$ cat src/design/met_fifo.sv
// ----------------------------------------------------------------------------
// met_fifo
// Short first-word-fall-through queue between the mapper and the iterator.
// ----------------------------------------------------------------------------
`default_nettype none

module met_fifo #(
  parameter int DEPTH = 4,
  parameter int WIDTH = 65
) (
  input  wire              clk,
  input  wire              rst_n,
  input  wire              push,
  input  wire [WIDTH-1:0]  din,
  output logic             full,
  input  wire              pop,
  output logic [WIDTH-1:0] dout,
  output logic             empty
);

  localparam int AW = $clog2(DEPTH);
  localparam int CW = $clog2(DEPTH + 1);

  logic [WIDTH-1:0] mem_r [DEPTH];
  logic [AW-1:0]    wr_ptr_r, rd_ptr_r;
  logic [CW-1:0]    count_r;
  logic             do_push, do_pop;

  assign full    = (count_r == CW'(DEPTH));
  assign empty   = (count_r == '0);
  assign do_push = push && !full;
  assign do_pop  = pop && !empty;
  assign dout    = mem_r[rd_ptr_r];

  always_ff @(posedge clk) begin
    if (!rst_n) begin
      wr_ptr_r <= '0;
      rd_ptr_r <= '0;
      count_r  <= '0;
    end else begin
      if (do_push) begin
        wr_ptr_r <= (wr_ptr_r == AW'(DEPTH - 1)) ? '0 : wr_ptr_r + 1'b1;
      end
      if (do_pop) begin
        rd_ptr_r <= (rd_ptr_r == AW'(DEPTH - 1)) ? '0 : rd_ptr_r + 1'b1;
      end
      if (do_push && !do_pop) begin
        count_r <= count_r + 1'b1;
      end else if (do_pop && !do_push) begin
        count_r <= count_r - 1'b1;
      end
    end
  end

  always_ff @(posedge clk) begin
    if (do_push) begin
      mem_r[wr_ptr_r] <= din;
    end
  end

endmodule

`default_nettype wire

$ cat config.mk
export PLATFORM = sky130hd
export DESIGN_NAME = met_fifo
export DESIGN_NICKNAME = d
export VERILOG_FILES = /design/src/design/met_fifo.sv
export SDC_FILE = /design/constraint.sdc
export NUM_CORES = 1
export LEC_CHECK = 0
export BUFFER_PORTS_ARGS = -buffer_cell sky130_fd_sc_hd__buf_2
export CAP_MARGIN = 20
export CORE_MARGIN = 4
export CORE_UTILIZATION = 55
export CTS_CLUSTER_SIZE = 20
export DETAILED_ROUTE_END_ITERATION = 6
export GPL_ROUTABILITY_DRIVEN = 0
export PLACE_DENSITY = 0.77
export SETUP_SLACK_MARGIN = 0.15
export SLEW_MARGIN = 20
export SYNTH_ARGS = -nofsm -noshare
export SYNTH_HDL_FRONTEND = slang
export SYNTH_SLANG_ARGS = --single-unit
$ cat constraint.sdc
create_clock -name clk -period 8 [get_ports clk]
set_clock_uncertainty 0.15 [all_clocks]
set_input_delay 0.8 -clock clk [delete_from_list [all_inputs] [get_ports clk]]
set_output_delay 0.8 -clock clk [all_outputs]
set_load 0.02 [all_outputs]
# Word level (Yosys, flattened, before mapping)

Memories as Yosys holds them, arrays and structs flattened. A register that Yosys moved wholly into a read port is not among the register bits.
Cells that the tools add are included.
W data, S select, Z words.

Div/mod/pow operators: 0
Add/subtract/negate cells: 4
Reductions and logical operators: 10
$mul: 0
Bitwise gates (word level): 0
Eq/ne operators: 3
$lt $le $gt $ge: 0
Muxes and demuxes: 8
Shift-type cells: 0

Operator list:

| cell                  | number |
|---|---|
| $mux W2               | 4 |
| $mux W3               | 2 |
| $add A2 B1 Y2 const B | 2 |
| $eq A2 B2 Y1 const B  | 2 |
| $logic_and A1 B1 Y1   | 4 |
| $logic_not A1 Y1      | 4 |
| $add A3 B1 Y3 const B | 1 |
| $eq A3 B3 Y1 const B  | 1 |
| $logic_not A3 Y1      | 1 |
| $sub A3 B1 Y3 const B | 1 |
| $mux W1               | 2 |
| $reduce_bool A2 Y1    | 1 |

Memories kept: 1
Memory bits (writable): 260
Output and inout port bits: 67
Latch bits: 0
Input bits: 69
ROM bits: 0
Register bits after elaboration: 7
Logic and storage cells: 29

Memory list:

| name  | words | width | rd ports | clocked after memory_dff | write ports | RTL line | RTL |
|---|---|---|---|---|---|---|---|
| mem_r | 4     | 65    | 1        | 1                        | 1           | 24       | `logic [WIDTH-1:0] mem_r [DEPTH];` |

# Depth between registers and ports, before layout

Depth in word-level cells: 7
Mapped depth: 9
Depth with buffers taken out: 8

# Worst setup path after synthesis

Ideal clock, no wire load.

Kind: input-to-reg
Start point: input push
End point: memory mem_r[0][0], enable pin
Buffers on the path: 1
Required time: 7,420 ps
Setup slack: 4,802 ps
Arrival: 2,618 ps
Setup time: 430 ps
Stages: 3
Cell sequence: nor2b_1 -> buf_2 -> and2_1

Word-level cells in the longest chain between the ends: 3

Ends and longest elaborated chain:

| item                          | RTL line | RTL |
|---|---|---|
| from (decl)                   | 13       | `input wire push,` |
| $logic_and A1 B1 Y1           | 31       | `assign do_push = push && !full;` |
| net do_push                   | 27       | `logic do_push, do_pop;` |
| $mux W1                       | 56       | `if (do_push) begin` |
| $mux W1 (implied by the code) | 57       | `mem_r[wr_ptr_r] <= din;` |
| to (decl)                     | 24       |  |

The timed path passes the listed nets, and every way through them passes these cells.

==> run metrics <==
outcome=finished clean; normalized max-slew margin=between 30% and 40%; Root Driver=sky130_fd_sc_hd__clkbuf_16; die area=about 0.020 mm²; CORE AREA=0.0175 mm²; worst hold margin=0.345 ns; Internal Power=slightly below 3 mW; mean area per synthesized cell=25.4 µm²; peak supply drop=approximately 210 µV; via count of the first global-routing pass=roughly 4.9k; endpoint type of the worst setup path=output port; class of the most critical setup path=register to output port; horizontal die dimension=approximately 140 µm; core occupancy in the finished layout=~67%; wire length of the first global-routing pass=27.0 mm; data required time of the worst path=approximately 7.1 ns; final sum of negative setup slack=0 ns; netlist area before placement=about 0.0099 mm²; leftover overflow at the end of global routing=0; IO Count=136; max-slew violation count=0; Worst setup SP type=register; Net Sw Frac=26.5%; number of storage elements in the synthesis netlist=between 200 and 300; min cycle time layout=~3.7 ns; number of nets with antenna violations after detailed routing=0; HPWL reported at the end of detailed placement=about 9.8 mm; maximum level of the CTS H-tree=1; setup repair after global routing missed its margin=no; Pre-Repair DR Iteration Count=5; count of mapped cells out of synthesis=just under 400; routed length per instance=21.5 µm; fraction of power consumed by sequential logic=between 40% and 50%; proportion of netlist area held by the largest area contributor=just under 80%; input/output buffers=around 140; number of fill cells=about 1.1k; number of vias per cell after detailed routing=about 5.7; crit path setup slack, layout=4.26 ns; relative contribution of the clock network to total power=33.4%; insertion delay to the later sink of the worst-skew pair=about 0.5 ns; number of rows in the core area=48; worst hold-check path type=primary input to register; number of antenna violations at the first check in global routing=3; Final Hold Violating Endpoints=0; height of the die=approximately 140 µm; residual DRC count=0; Yosys warning count=0; Slew @ Worst Pin=around 1 ns; fraction of layout instances using a drive strength above 1=about 44%; post-route clock period utilization=between 40% and 50%; clock tree buffer depth=3; synth unique cells=25; static power due to leakage=3.95 nW; final layout net count=between 600 and 700; CTS tree=built; CTS sink cnt=269; cell type with the highest aggregate area in the netlist=sky130_fd_sc_hd__edfxtp_1; ranking of synthesized cells by area=sky130_fd_sc_hd__edfxtp_1 (79%), sky130_fd_sc_hd__mux4_2 (15%), sky130_fd_sc_hd__dfxtp_1 (1.8%); post-synthesis to final-layout area growth=18.1%; # resized after CTS=0; fraction of the yosys area taken by sequential cells=approximately 81%; antenna cells=0; combinational share of power=roughly a fifth; arrival time at the worst endpoint=around 2.8 ns; net switching power=~1.1 mW; number of endpoints failing setup at the final stage=0; pin count of the biggest net entering global routing=66; upper clock frequency limit=roughly 270 MHz; effective utilization at floorplan=between 50% and 60%; Worst Setup Slack post-DPL=around 4.7 ns; Setup Buffers After CTS=0; clock-pin slew reported for the worst setup and hold paths after clock tree synthesis=~0.06 ns; Worst Path Max Fanout=34; Post-CTS Hold Fix Bufs=0; max-capacitance violation count=0; power density relative to cell area=343 mW/mm²; post-synthesis net count=~470; GRT Resource Usage Total=about 17%; detailed router's first-iteration violation count=252; routed wire length=roughly 17 mm; number of clock buffers inserted by TritonCTS=27; via total after detailed routing=between 4k and 5k
-- cell families after synthesis --
group | after synthesis | synth area share (%)
AOI/OAI and AO/OA | 5 | 0.303
xor gates and xnor gates | 2 | 0.177
adders and majority gates | 7 | 0.961
buffers and inverters | 19 | 1.74
DFF | 269 | 80.7
muxes | 68 | 15.1
and+or+nand+nor | 20 | 1.04
-- power groups by stage --
| stage | logic, mW | registers [mW] | clock network [mW] |
|---|---|---|---|
| after floorplan | 0.694 | 1.78 | 0 |
| after global placement | 0.853 | 1.84 | 0 |
| after detailed placement | 0.865 | 1.86 | 0 |
| after CTS | 0.871 | 1.83 | 1.36 |
| after global routing | 0.913 | 1.85 | 1.43 |
| final | 0.848 | 1.82 | 1.34 |
-- through the flow --
stage	total power, mW	instances	area [µm²]
detailed placement	2.72	735	10700
CTS	4.06	785	11700
floorplan	2.47	390	9900
global placement	2.70	735	10700
global route	4.19	785	11700
finish	4.01	785	11700
-- worst paths after layout --
path                                  from                  endpoint  slack (ns)  cells past startpoint
hold reg to reg   wr_ptr_r[1]$_SDFFE_PN0P_  wr_ptr_r[1]$_SDFFE_PN0P_        0.35                      2
setup / recovery                  register                  dout[64]        4.26                      3
hold / removal                     din[48]    mem_r[0][48]$_DFFE_PP_        0.35                      1
setup reg to reg   count_r[1]$_SDFFE_PN0P_   count_r[2]$_SDFFE_PN0P_        5.27                      7
-- layer usage --
layer	GRT usage (%)	vias to the layer above	part of all wire (%)
met5	0	-	0.20
met4	3.69	6	1.3
met3	4.81	29	7.0
met2	29.8	119	53
met1	22.7	2341	38
li1	-	1958	-
-- Yosys cell counts --
master	instances
sky130_fd_sc_hd__a21boi_0	1
sky130_fd_sc_hd__and2_1	5
sky130_fd_sc_hd__buf_12	5
sky130_fd_sc_hd__buf_2	7
sky130_fd_sc_hd__buf_4	1
sky130_fd_sc_hd__buf_6	1
sky130_fd_sc_hd__clkbuf_1	2
sky130_fd_sc_hd__dfxtp_1	9
sky130_fd_sc_hd__edfxtp_1	260
sky130_fd_sc_hd__fa_1	1
sky130_fd_sc_hd__ha_1	6
sky130_fd_sc_hd__inv_1	3
sky130_fd_sc_hd__mux2i_1	3
sky130_fd_sc_hd__mux4_2	65
sky130_fd_sc_hd__nand2_1	6
sky130_fd_sc_hd__nand3_1	2
sky130_fd_sc_hd__nor2_1	2
sky130_fd_sc_hd__nor2b_1	2
sky130_fd_sc_hd__nor3_1	1
sky130_fd_sc_hd__nor3b_1	1
sky130_fd_sc_hd__o21ai_0	3
sky130_fd_sc_hd__o31ai_1	1
sky130_fd_sc_hd__or3_1	1
sky130_fd_sc_hd__xnor2_1	1
sky130_fd_sc_hd__xor2_1	1
-- cells in the final DEF, fill, tap and decap left out, types with 2 or more instances in the layout --
cell type                     n
sky130_fd_sc_hd__and2_4       4
sky130_fd_sc_hd__buf_2      135
sky130_fd_sc_hd__bufinv_16    7
sky130_fd_sc_hd__clkbuf_1     4
sky130_fd_sc_hd__clkbuf_16   27
sky130_fd_sc_hd__clkinv_1     5
sky130_fd_sc_hd__clkinv_2     3
sky130_fd_sc_hd__dfxtp_1      7
sky130_fd_sc_hd__dfxtp_4      2
sky130_fd_sc_hd__edfxtp_1   260
sky130_fd_sc_hd__ha_1         6
sky130_fd_sc_hd__inv_1        3
sky130_fd_sc_hd__inv_6        2
sky130_fd_sc_hd__mux2i_1      3
sky130_fd_sc_hd__mux4_2      65
sky130_fd_sc_hd__nand2_1      6
sky130_fd_sc_hd__nand3_1      2
sky130_fd_sc_hd__nor2_1       2
sky130_fd_sc_hd__nor2b_1      2
sky130_fd_sc_hd__o21ai_0      3
-- state kept, by name (all words and copies together) (netlist names), named ones only --
| signal | count |
|---|---|
| count_r | 3 |
| rd_ptr_r | 2 |
| mem_r | 260 |
| wr_ptr_r | 2 |
-- worst max-delay path, stage by stage (launching register included) --
cell	delay, ns
sky130_fd_sc_hd__dfxtp_4	0.76
sky130_fd_sc_hd__buf_4	0.68
sky130_fd_sc_hd__mux4_2	0.61
sky130_fd_sc_hd__buf_2	0.18
-- area by class of cell --
type / count / area (µm²) / share of cell area, %
clock buffer: 32 / 704 / 6.02
clock inverter: 18 / 269 / 2.30
inverter: 3 / 11.3 / 0.0963
multi-input combinational: 102 / 1750 / 15.0
sequential: 269 / 8000 / 68.4
tap: 225 / 282 / 2.41
timing repair buffer: 136 / 683 / 5.84
Power figures use the tool's default switching activity.
