## config.mk

```make
export PLATFORM = sky130hd
export DESIGN_NAME = met_front
export DESIGN_NICKNAME = d
export VERILOG_FILES = /design/src/design/met_pkg.sv /design/src/design/met_div.sv /design/src/design/met_front.sv
export SDC_FILE = /design/constraint.sdc
export NUM_CORES = 1
export LEC_CHECK = 0
export ABC_AREA = 1
export BUFFER_PORTS_ARGS = -buffer_cell sky130_fd_sc_hd__buf_4
export CELL_PAD_IN_SITES_DETAIL_PLACEMENT = 1
export CELL_PAD_IN_SITES_GLOBAL_PLACEMENT = 1
export CORE_MARGIN = 4
export CORE_UTILIZATION = 35
export CTS_BUF_LIST = sky130_fd_sc_hd__clkbuf_4 sky130_fd_sc_hd__clkbuf_8 sky130_fd_sc_hd__clkbuf_16
export DETAILED_ROUTE_END_ITERATION = 6
export PLACE_DENSITY = 0.61
export SLEW_MARGIN = 20
export SYNTH_ARGS = -nofsm -noshare
export SYNTH_HDL_FRONTEND = slang
export SYNTH_SLANG_ARGS = --single-unit
```

## constraint.sdc

```tcl
create_clock -name clk -period 8 [get_ports clk]
set_input_delay 2 -clock clk [delete_from_list [all_inputs] [get_ports clk]]
set_output_delay 2 -clock clk [all_outputs]
set_load 0.01 [all_outputs]
```

## src/design/met_pkg.sv

```systemverilog
// ----------------------------------------------------------------------------
// met_pkg
// Word types, register indexes and colors shared by the escape-time block.
// ----------------------------------------------------------------------------
`default_nettype none

package met_pkg;

  // integer bits (sign included) above the fraction of every real value
  localparam int FX_INT_BITS = 4;
  // signed pixel offset from the image center and its magnitude
  localparam int DELTA_W = 13;
  localparam int MAG_W = 12;
  // divisor width: covers 3 * 4096
  localparam int DEN_W = 14;

  localparam int CFG_INDEX_W = 2;
  localparam int CFG_DATA_W = 8;
  localparam logic [CFG_INDEX_W-1:0] REG_MAX_ITER = 2'd0;
  localparam logic [CFG_INDEX_W-1:0] REG_LIGHT_THR = 2'd1;

  localparam logic [7:0] MAX_ITER_RST = 8'd128;
  localparam logic [7:0] LIGHT_THR_RST = 8'd25;

  localparam logic [23:0] COLOR_LIGHT = 24'hFFFFFF;
  localparam logic [23:0] COLOR_CENTER = 24'hFF0000;
  localparam logic [23:0] COLOR_NONE = 24'h000000;

  typedef struct packed {
    logic [9:0] pixel_x;
    logic [9:0] pixel_y;
  } in_word_t;

  typedef struct packed {
    logic [7:0]  iteration_count;
    logic        write_pixel;
    logic [23:0] pixel_color;
  } out_word_t;

endpackage

`default_nettype wire

```

## src/design/met_div.sv

```systemverilog
// ----------------------------------------------------------------------------
// met_div
// Floor division of a scaled pixel offset by a constant, by reciprocal multiply.
// ----------------------------------------------------------------------------
`default_nettype none

module met_div #(
  parameter int NUM_W = 43,
  parameter int SCALE_SH = 29,
  parameter int DENOM = 1024
) (
  input  wire                       clk,
  input  wire                       rst_n,
  input  wire                       start,
  input  wire [met_pkg::MAG_W-1:0]  mag,
  input  wire                       round_up,
  output logic                      done,
  output logic [NUM_W-1:0]          quot
);

  // quot = floor(((mag << SCALE_SH) + (round_up ? DENOM - 1 : 0)) / DENOM)
  // split as mag * Q + floor((mag * R + bias) / DENOM) with Q, R from 2^SCALE_SH;
  // the short remainder term is divided by a multiply with ceil(2^SH / DENOM)
  localparam int MW = met_pkg::MAG_W;
  localparam int DW = met_pkg::DEN_W;
  localparam int TW = MW + DW;
  localparam int MCW = TW + 1;
  localparam int PW = TW + MCW;
  localparam int QCW = SCALE_SH;
  localparam int SH = TW + $clog2(DENOM);
  localparam longint unsigned SCALE = 64'd1 << SCALE_SH;
  localparam longint unsigned DEN = 64'(DENOM);
  localparam logic [QCW-1:0] Q_C = QCW'(SCALE / DEN);
  localparam logic [DW-1:0] R_C = DW'(SCALE % DEN);
  localparam logic [DW-1:0] BIAS_C = DW'(DEN - 64'd1);
  localparam logic [MCW-1:0] M_C = MCW'(((64'd1 << SH) + DEN - 64'd1) / DEN);

  logic [3:0]        stage_r;
  logic [MW-1:0]     mag_r;
  logic              round_r;
  logic [TW-1:0]     low_r;
  logic [NUM_W-1:0]  high_r;
  logic [PW-1:0]     prod_r;
  logic [NUM_W-1:0]  quo_r;

  always_ff @(posedge clk) begin
    if (!rst_n) begin
      stage_r <= '0;
    end else begin
      stage_r <= {stage_r[2:0], start};
    end
  end

  always_ff @(posedge clk) begin
    if (start) begin
      mag_r   <= mag;
      round_r <= round_up;
    end
    if (stage_r[0]) begin
      low_r  <= TW'(mag_r * R_C) + (round_r ? TW'(BIAS_C) : '0);
      high_r <= NUM_W'(mag_r * Q_C);
    end
    if (stage_r[1]) begin
      prod_r <= PW'(low_r * M_C);
    end
    if (stage_r[2]) begin
      quo_r <= high_r + NUM_W'(prod_r >> SH);
    end
  end

  assign done = stage_r[3];
  assign quot = quo_r;

endmodule

`default_nettype wire

```

## src/design/met_front.sv

```systemverilog
// ----------------------------------------------------------------------------
// met_front
// Takes a pixel, maps it to the point c and flags the center pixel.
// ----------------------------------------------------------------------------
`default_nettype none

module met_front #(
  parameter int IMAGE_WIDTH = 1024,
  parameter int IMAGE_HEIGHT = 1024,
  parameter int FRACTION_BITS = 28
) (
  input  wire                                          clk,
  input  wire                                          rst_n,
  input  wire                                          in_push,
  output logic                                         in_full,
  input  wire met_pkg::in_word_t                       in_word,
  output logic                                         q_push,
  input  wire                                          q_full,
  output logic [FRACTION_BITS+met_pkg::FX_INT_BITS-1:0] c_re,
  output logic [FRACTION_BITS+met_pkg::FX_INT_BITS-1:0] c_im,
  output logic                                         center
);

  localparam int ZW = FRACTION_BITS + met_pkg::FX_INT_BITS;
  localparam int NUM_W = met_pkg::MAG_W + FRACTION_BITS + 3;
  localparam int SW = NUM_W + 2;
  localparam int DTW = met_pkg::DELTA_W;
  localparam int MW = met_pkg::MAG_W;

  localparam logic signed [DTW-1:0] HALF_W = DTW'(IMAGE_WIDTH / 2);
  localparam logic signed [DTW-1:0] HALF_H = DTW'(IMAGE_HEIGHT / 2);
  localparam logic signed [SW-1:0] OFFSET_RE = SW'(3) << (FRACTION_BITS - 2);
  localparam logic signed [SW-1:0] LIM = SW'(3) << FRACTION_BITS;

  localparam logic [1:0] F_IDLE = 2'd0;
  localparam logic [1:0] F_DIV  = 2'd1;
  localparam logic [1:0] F_PUSH = 2'd2;

  logic [1:0]  state_r, state_nxt;
  logic        neg_x_r, neg_y_r, center_r;

  logic                    accept;
  logic signed [DTW-1:0]   dx, dy;
  logic [DTW-1:0]          dx_neg, dy_neg;
  logic [MW-1:0]           mag_x, mag_y;
  logic                    done_x, done_y, div_done;
  logic [NUM_W-1:0]        quot_x, quot_y;
  logic signed [SW-1:0]    sq_x, sq_y, re_w, im_w, re_c, im_c;

  assign accept  = in_push && !in_full;
  assign in_full = (state_r != F_IDLE);

  always_comb begin
    dx     = $signed({3'b000, in_word.pixel_x}) - HALF_W;
    dy     = $signed({3'b000, in_word.pixel_y}) - HALF_H;
    dx_neg = -dx;
    dy_neg = -dy;
    mag_x  = dx[DTW-1] ? dx_neg[MW-1:0] : dx[MW-1:0];
    mag_y  = dy[DTW-1] ? dy_neg[MW-1:0] : dy[MW-1:0];
  end

  // floor of a negative quotient: divide |n| + d - 1 and negate
  met_div #(
    .NUM_W    (NUM_W),
    .SCALE_SH (FRACTION_BITS + 1),
    .DENOM    (IMAGE_WIDTH)
  ) u_div_x (
    .clk      (clk),
    .rst_n    (rst_n),
    .start    (accept),
    .mag      (mag_x),
    .round_up (dx[DTW-1]),
    .done     (done_x),
    .quot     (quot_x)
  );

  met_div #(
    .NUM_W    (NUM_W),
    .SCALE_SH (FRACTION_BITS + 2),
    .DENOM    (3 * IMAGE_HEIGHT)
  ) u_div_y (
    .clk      (clk),
    .rst_n    (rst_n),
    .start    (accept),
    .mag      (mag_y),
    .round_up (dy[DTW-1]),
    .done     (done_y),
    .quot     (quot_y)
  );

  assign div_done = done_x && done_y;

  always_comb begin
    sq_x = neg_x_r ? -$signed({2'b00, quot_x}) : $signed({2'b00, quot_x});
    sq_y = neg_y_r ? -$signed({2'b00, quot_y}) : $signed({2'b00, quot_y});
    re_w = sq_x - OFFSET_RE;
    im_w = sq_y;
    re_c = (re_w > LIM) ? LIM : ((re_w < -LIM) ? -LIM : re_w);
    im_c = (im_w > LIM) ? LIM : ((im_w < -LIM) ? -LIM : im_w);
  end

  assign c_re   = re_c[ZW-1:0];
  assign c_im   = im_c[ZW-1:0];
  assign center = center_r;
  assign q_push = (state_r == F_PUSH) && !q_full;

  always_comb begin
    state_nxt = state_r;
    unique case (state_r)
      F_IDLE:  if (accept) state_nxt = F_DIV;
      F_DIV:   if (div_done) state_nxt = F_PUSH;
      F_PUSH:  if (!q_full) state_nxt = F_IDLE;
      default: state_nxt = F_IDLE;
    endcase
  end

  always_ff @(posedge clk) begin
    if (!rst_n) begin
      state_r <= F_IDLE;
    end else begin
      state_r <= state_nxt;
    end
  end

  always_ff @(posedge clk) begin
    if (accept) begin
      neg_x_r  <= dx[DTW-1];
      neg_y_r  <= dy[DTW-1];
      center_r <= (dx == '0) && (dy == '0);
    end
  end

endmodule

`default_nettype wire

```

Word level (Yosys, flattened, before mapping)
Index checks and enable logic that the tools add are counted.
{"block": "word_totals", "regBits": 296, "output_inout_bits": 67, "elab_cells": 62, "input_bits": 24}
{"block": "classes", "magnitude_cmp": 4, "eq_ne": 5, "muxes": 14, "reduce_logical": 11, "n_addsub": 10, "mul": 2}
{"cell": "32-bit two-way mux", "n": 4}
{"cell": "45-bit by 31-bit greater-than comparator with 1-bit output, second input constant", "n": 2}
{"cell": "45-bit by 31-bit < comparator with 1-bit output, second input constant", "n": 2}
{"cell": "45-bit two-way mux", "n": 2}
{"cell": "43-bit negation with 45-bit output", "n": 2}
{"cell": "26-bit by 26-bit multiplier with 52-bit output, second input constant", "n": 1}
{"cell": "45-bit by 29-bit subtractor with 45-bit output, second input constant", "n": 1}
{"cell": "12-bit two-way mux", "n": 3}
{"cell": "31-bit by 15-bit adder with 32-bit output", "n": 1}
{"cell": "31-bit by 16-bit adder with 32-bit output", "n": 1}
{"cell": "12-bit by 19-bit multiplier with 31-bit output, second input constant", "n": 1}
{"cell": "22-bit by 26-bit adder with 26-bit output", "n": 1}
{"cell": "13-bit logical NOT", "n": 2}
{"cell": "11-bit negation with 12-bit output", "n": 2}
{"cell": "10-bit by 10-bit subtractor with 11-bit output, second input constant", "n": 2}
{"cell": "10-bit two-way mux", "n": 1}
{"cell": "2-bit two-way mux", "n": 3}
{"cell": "2-bit case mux with 3 select lines", "n": 1}
{"cell": "1-bit logical AND", "n": 4}
{"cell": "2-bit != test, second input constant", "n": 2}
{"cell": "3-bit AND reduction", "n": 1}
{"cell": "2-bit by 1-bit equality test with 1-bit output, second input constant", "n": 1}
{"cell": "2-bit equality test, second input constant", "n": 1}
{"cell": "1-bit logical NOT", "n": 2}
{"cell": "3 further kinds", "n": 3}

Longest topological paths before layout
{"block": "depth", "depth_word": 6, "depth_mapped": 29, "depth_no_buf": 28}

Modules after synthesis
From an unflattened synthesis, not the netlist that was laid out.
{"block": "hier_totals", "cells_unflattened": 3198, "area_unflattened_um2": 23334.9}
{"mod": "met_div (u_div_y)", "seq_area_each_um2": 3203.1, "cells_per_inst": 2042, "area_per_inst_um2": 16528.4, "n_inst": 1}
{"mod": "met_front", "seq_area_each_um2": 130.1, "cells_per_inst": 1076, "area_per_inst_um2": 5378.9, "n_inst": 1}
{"mod": "met_div (u_div_x)", "seq_area_each_um2": 1161.1, "cells_per_inst": 80, "area_per_inst_um2": 1427.6, "n_inst": 1}

Worst setup path after synthesis
OpenSTA, ideal clock, no wires.
{"block": "synth_path", "path_type": "reg-to-reg", "startpoint": "register u_div_y.low_r[9]", "endpoint": "register u_div_y.prod_r[50] (data pin)", "synth_period_minus_slack_ns": 5.931, "path_slack_ns": 2.069, "n_path_buf": 1, "t_arrival_ns": 5.672, "required_time_ns": 7.741, "stages_incl_launch_ff": 23, "setup_time_ns": 0.259, "cell_sequence": "edfxtp_1 -> ha_1 -> xnor2_1 -> ha_1 -> or2_2 -> clkbuf_1 -> xnor2_1 -> inv_1 -> ha_1 -> fa_1 -> fa_1 -> fa_1 -> ha_1 -> ha_1 -> nand2_1 -> nor2_1 -> inv_1 -> nor2_1 -> inv_1 -> nor4_1 -> nand4_1 -> nand3_1 -> xor2_1"}
{"block": "synth_via", "elab_chain_cells": 1}
{"item": "start: declaration", "line_no": "met_div.sv:41", "rtl": "logic [TW-1:0] low_r;"}
{"item": "start signal: assignment", "line_no": "met_div.sv:60", "rtl": "low_r <= TW'(mag_r * R_C) + (round_r ? TW'(BIAS_C) : '0);"}
{"item": "26-bit by 26-bit multiplier with 52-bit output", "line_no": "met_div.sv:64", "rtl": "prod_r <= PW'(low_r * M_C);"}
{"item": "end signal: assignment", "line_no": "met_div.sv:64"}
{"item": "end: declaration", "line_no": "met_div.sv:43", "rtl": "logic [PW-1:0] prod_r;"}
Every way passes these cells.
A chain may end at the register's enable or synchronous reset.

Final worst setup path
{"block": "layout_path", "startpoint": "register u_div_y.low_r[9]", "endpoint": "register u_div_y.prod_r[51] (data pin)"}
The elaborated chain is that of the path after synthesis.

==> results_dict.tcl <==
set metrics [dict create \
    status "complete, no violations" \
    dp_cells 3014 \
    power.density_nw_per_um2 403 \
    ys_seq_area_frac 0.228 \
    start_util 0.355 \
    ys_ff_latch 148 \
    routabilityCongestion 0.911 \
    syn_inst 2260 \
    antenna_found_initial 1 \
    fin_tns_setup_ps 0 \
    slew_headroom 0.288 \
    min_path_type "flip-flop to flip-flop" \
    end_kind "flip-flop" \
    drive_gt1_frac 0.0681 \
    crit_slowest_cell "edfxtp_1" \
    cts-buffers-inserted 17 \
    yosys.area.top_type_share 0.222 \
    ys_warn_count 0 \
    routed_wl_mm 52.5 \
    wire_per_inst_um 17.2 \
    synth_edf_count 142 \
    ioPinCount 91 \
    drtAntennaViolNets 0 \
    post-synth-top-area-cell "edfxtp_1" \
    synthToLayoutAreaGrowth_pct 9.82 \
    n_fill_cell 6431 \
    maxCapViolations 0 \
    whs_ps 418 \
    synth_ff_type "edfxtp_1" \
    n_antenna_cell 0 \
    synth_most_common_cell "inv_1" \
    grt_max_degree 52 \
    cts.sinks 148 \
    via_count 14600 \
    cp_max_fo 19 \
    drv_slew 0 \
    multiInputGateArea_um2 12800 \
    finalSetupViolCount 0 \
    tightest_slew_ps 1070 \
    synthArstFlopShare 0 \
    cts-root-buf "clkbuf_16" \
    hold_violations 0 \
    layout.nets 2824 \
    max_freq_mhz 151 \
    post_cts_buffers 0 \
    grt_pass1_wl_mm 85.5 \
    crit_arrival_ps 6820 \
    cts_resized 0 \
    dieArea_um2 58700 \
    core_area_um2 54000 \
    worstPathRequired_ps 8190 \
    gr-usage-all-layers 0.182 \
    synth.area.top_cells "edfxtp_1 22%, ha_1 20%, fa_1 17%" \
    path_cells "buf_4, ha_1, xor2_1, ha_1, or2_2, xnor2_1, inv_1, ha_1, fa_1, inv_1, fa_1, inv_1, ha_1, ha_1, ha_1, nand2_1, nor2_1, inv_1, nor2_1, nand3_1, nand2_1, nand3_1, a21boi_0, nor2_1" \
    post-route-period-util 0.830 \
    path_class "flip-flop to flip-flop" \
    fp.dieH_um 242 \
    hold_buffers 0 \
    cts_tree "done" \
    synth.distinct_cells 47 \
    crit_top_cell "ha_1" \
    cts_buffer_depth 2 \
    io_buffers 71 \
    grt_pass1_vias 15800 \
    fin_skew_ps 18.6 \
    drt_iter0_drc 500 \
    drc 0 \
    syn_area_um2 19200 \
    clock_latency_ps 450 \
    firstDrtPassIters 5 \
    cp-start-kind "flip-flop" \
    ir_drop_uv 218 \
    die_x_um 242 \
    avgViaCountPerCell 4.78 \
    synth.avg_cell_area_um2 8.49 \
    regArea_um2 4390 \
    fin_crit_ps 6640 \
    yosys-top-cells-count "486 x inv_1, 391 x nand2_1, 304 x ha_1" \
    cts_max_level 4 \
    final_cells 3046 \
    p_leak_nw 10.8 \
    grt.overflow.total 0 \
    slowest_delay_ps 980 \
    dpl.hpwl_mm 46.1 \
    clk_pin_slew_worst_paths_ps 80 \
    rows 85 \
    rsz0062_at_grt "no" \
]
[cell families (layout without fill, tap and decap cells)]
logic type / Yosys count / after routing / synth area share
compound gates: 239 / 239 / 0.0724
xor+xnor: 120 / 120 / 0.0548
fa+ha+maj: 463 / 463 / 0.364
buf+inv: 532 / 600 / 0.110
flops: 148 / 148 / 0.228
other cells: 1 / 23 / 0.000195
simple gates: 757 / 757 / 0.170
[per-layer routing]
metal	GRT usage	vias up	part of all wire
li1	-	7337	-
met1	0.257	7005	0.49
met4	0.0331	2	0.012
met2	0.300	172	0.46
met3	0.0266	34	0.036
met5	0	-	0.00025
[layout by cell type, fill, tap and decap left out, types with 7 or more instances in the layout]
master and instances:
a21o_1 18, a31oi_1 16, o21ai_0 43, edfxtp_1 142, xnor2_1 26, xor2_1 94
nor2_2 11, nand2_1 391, nand3b_1 12, nand3_1 93, nor3_1 23, clkbuf_16 17
o21ai_1 10, fa_1 159, nand4_1 22, a21oi_1 109, nand2_2 7, nor4_1 12
a21oi_2 11, nor2_1 165, conb_1 23, inv_1 486, or2_2 8, ha_1 304
o21bai_1 10, buf_4 77
[per-stage QoR]
stage | setup slack [ps] | utilization | power [mW] | instance area [um2]
2_1_floorplan | 2070 | - | 5.79 | 19300
3_3_place_gp | 1660 | 0.379 | 7.53 | 20500
3_5_place_dp | 1450 | 0.379 | 7.62 | 20500
4_1_cts | 1380 | 0.390 | 8.56 | 21100
5_1_grt | 855 | 0.390 | 9.50 | 21100
6_report | 1360 | 0.390 | 8.50 | 21100
[path summary, 6_finish.rpt]
check | slack, ps | cells after the start | end | startpoint
hold reg to reg | 420 | 0 | u_div_x.high_r[30]$_DFFE_PP_ | u_div_x.mag_r[11]$_SDFFCE_PP0P_
hold / removal | 420 | 0 | u_div_x.high_r[30]$_DFFE_PP_ | u_div_x.mag_r[11]$_SDFFCE_PP0P_
setup reg to reg | 1360 | 24 | u_div_y.prod_r[51]$_DFFE_PP_ | u_div_y.low_r[9]$_DFFE_PP_
setup / recovery | 1360 | 24 | u_div_y.prod_r[51]$_DFFE_PP_ | u_div_y.low_r[9]$_DFFE_PP_
[critical path: cells and delay by family (launching register included)]
family,cells,cell delay [ps]
AO/OA/AOI/OAI,1,260
adder cells (fa/ha/maj),8,2970
AND/OR/NAND/NOR,8,1180
buffers and inverters,5,630
XOR/XNOR,2,330
flip-flops,1,980
[registers in the layout, summed over array words and instances, names as in the netlist]
name,cells
u_div_y.mag_r,12
u_div_y.prod_r,15
u_div_x.mag_r,12
u_div_y.low_r,13
u_div_x.round_r,1
u_div_y.stage_r,4
u_div_y.round_r,1
u_div_x.high_r,12
u_div_x.quot,12
center,1
u_div_y.quot,32
u_div_y.high_r,31
state_r,2
[final cells by class]
cell class / instances / share of cell area
Clock inverter: 14 / 0.00878
Multi-Input combinational cell: 1602 / 0.606
Inverter: 491 / 0.0874
Tap cell: 696 / 0.0413
Clock buffer: 18 / 0.0205
Timing Repair Buffer: 77 / 0.0274
Sequential cell: 148 / 0.208
[power by group]
part | internal [mW] | switching (mW) | leakage (nW) | total, mW
Clock | 0.523 | 0.327 | 0.301 | 0.850
Sequential | 1.17 | 0.0893 | 1.36 | 1.26
Combinational | 2.33 | 4.05 | 9.10 | 6.38
Total | 4.03 | 4.47 | 10.8 | 8.50
(Power assumes the default switching activity.)
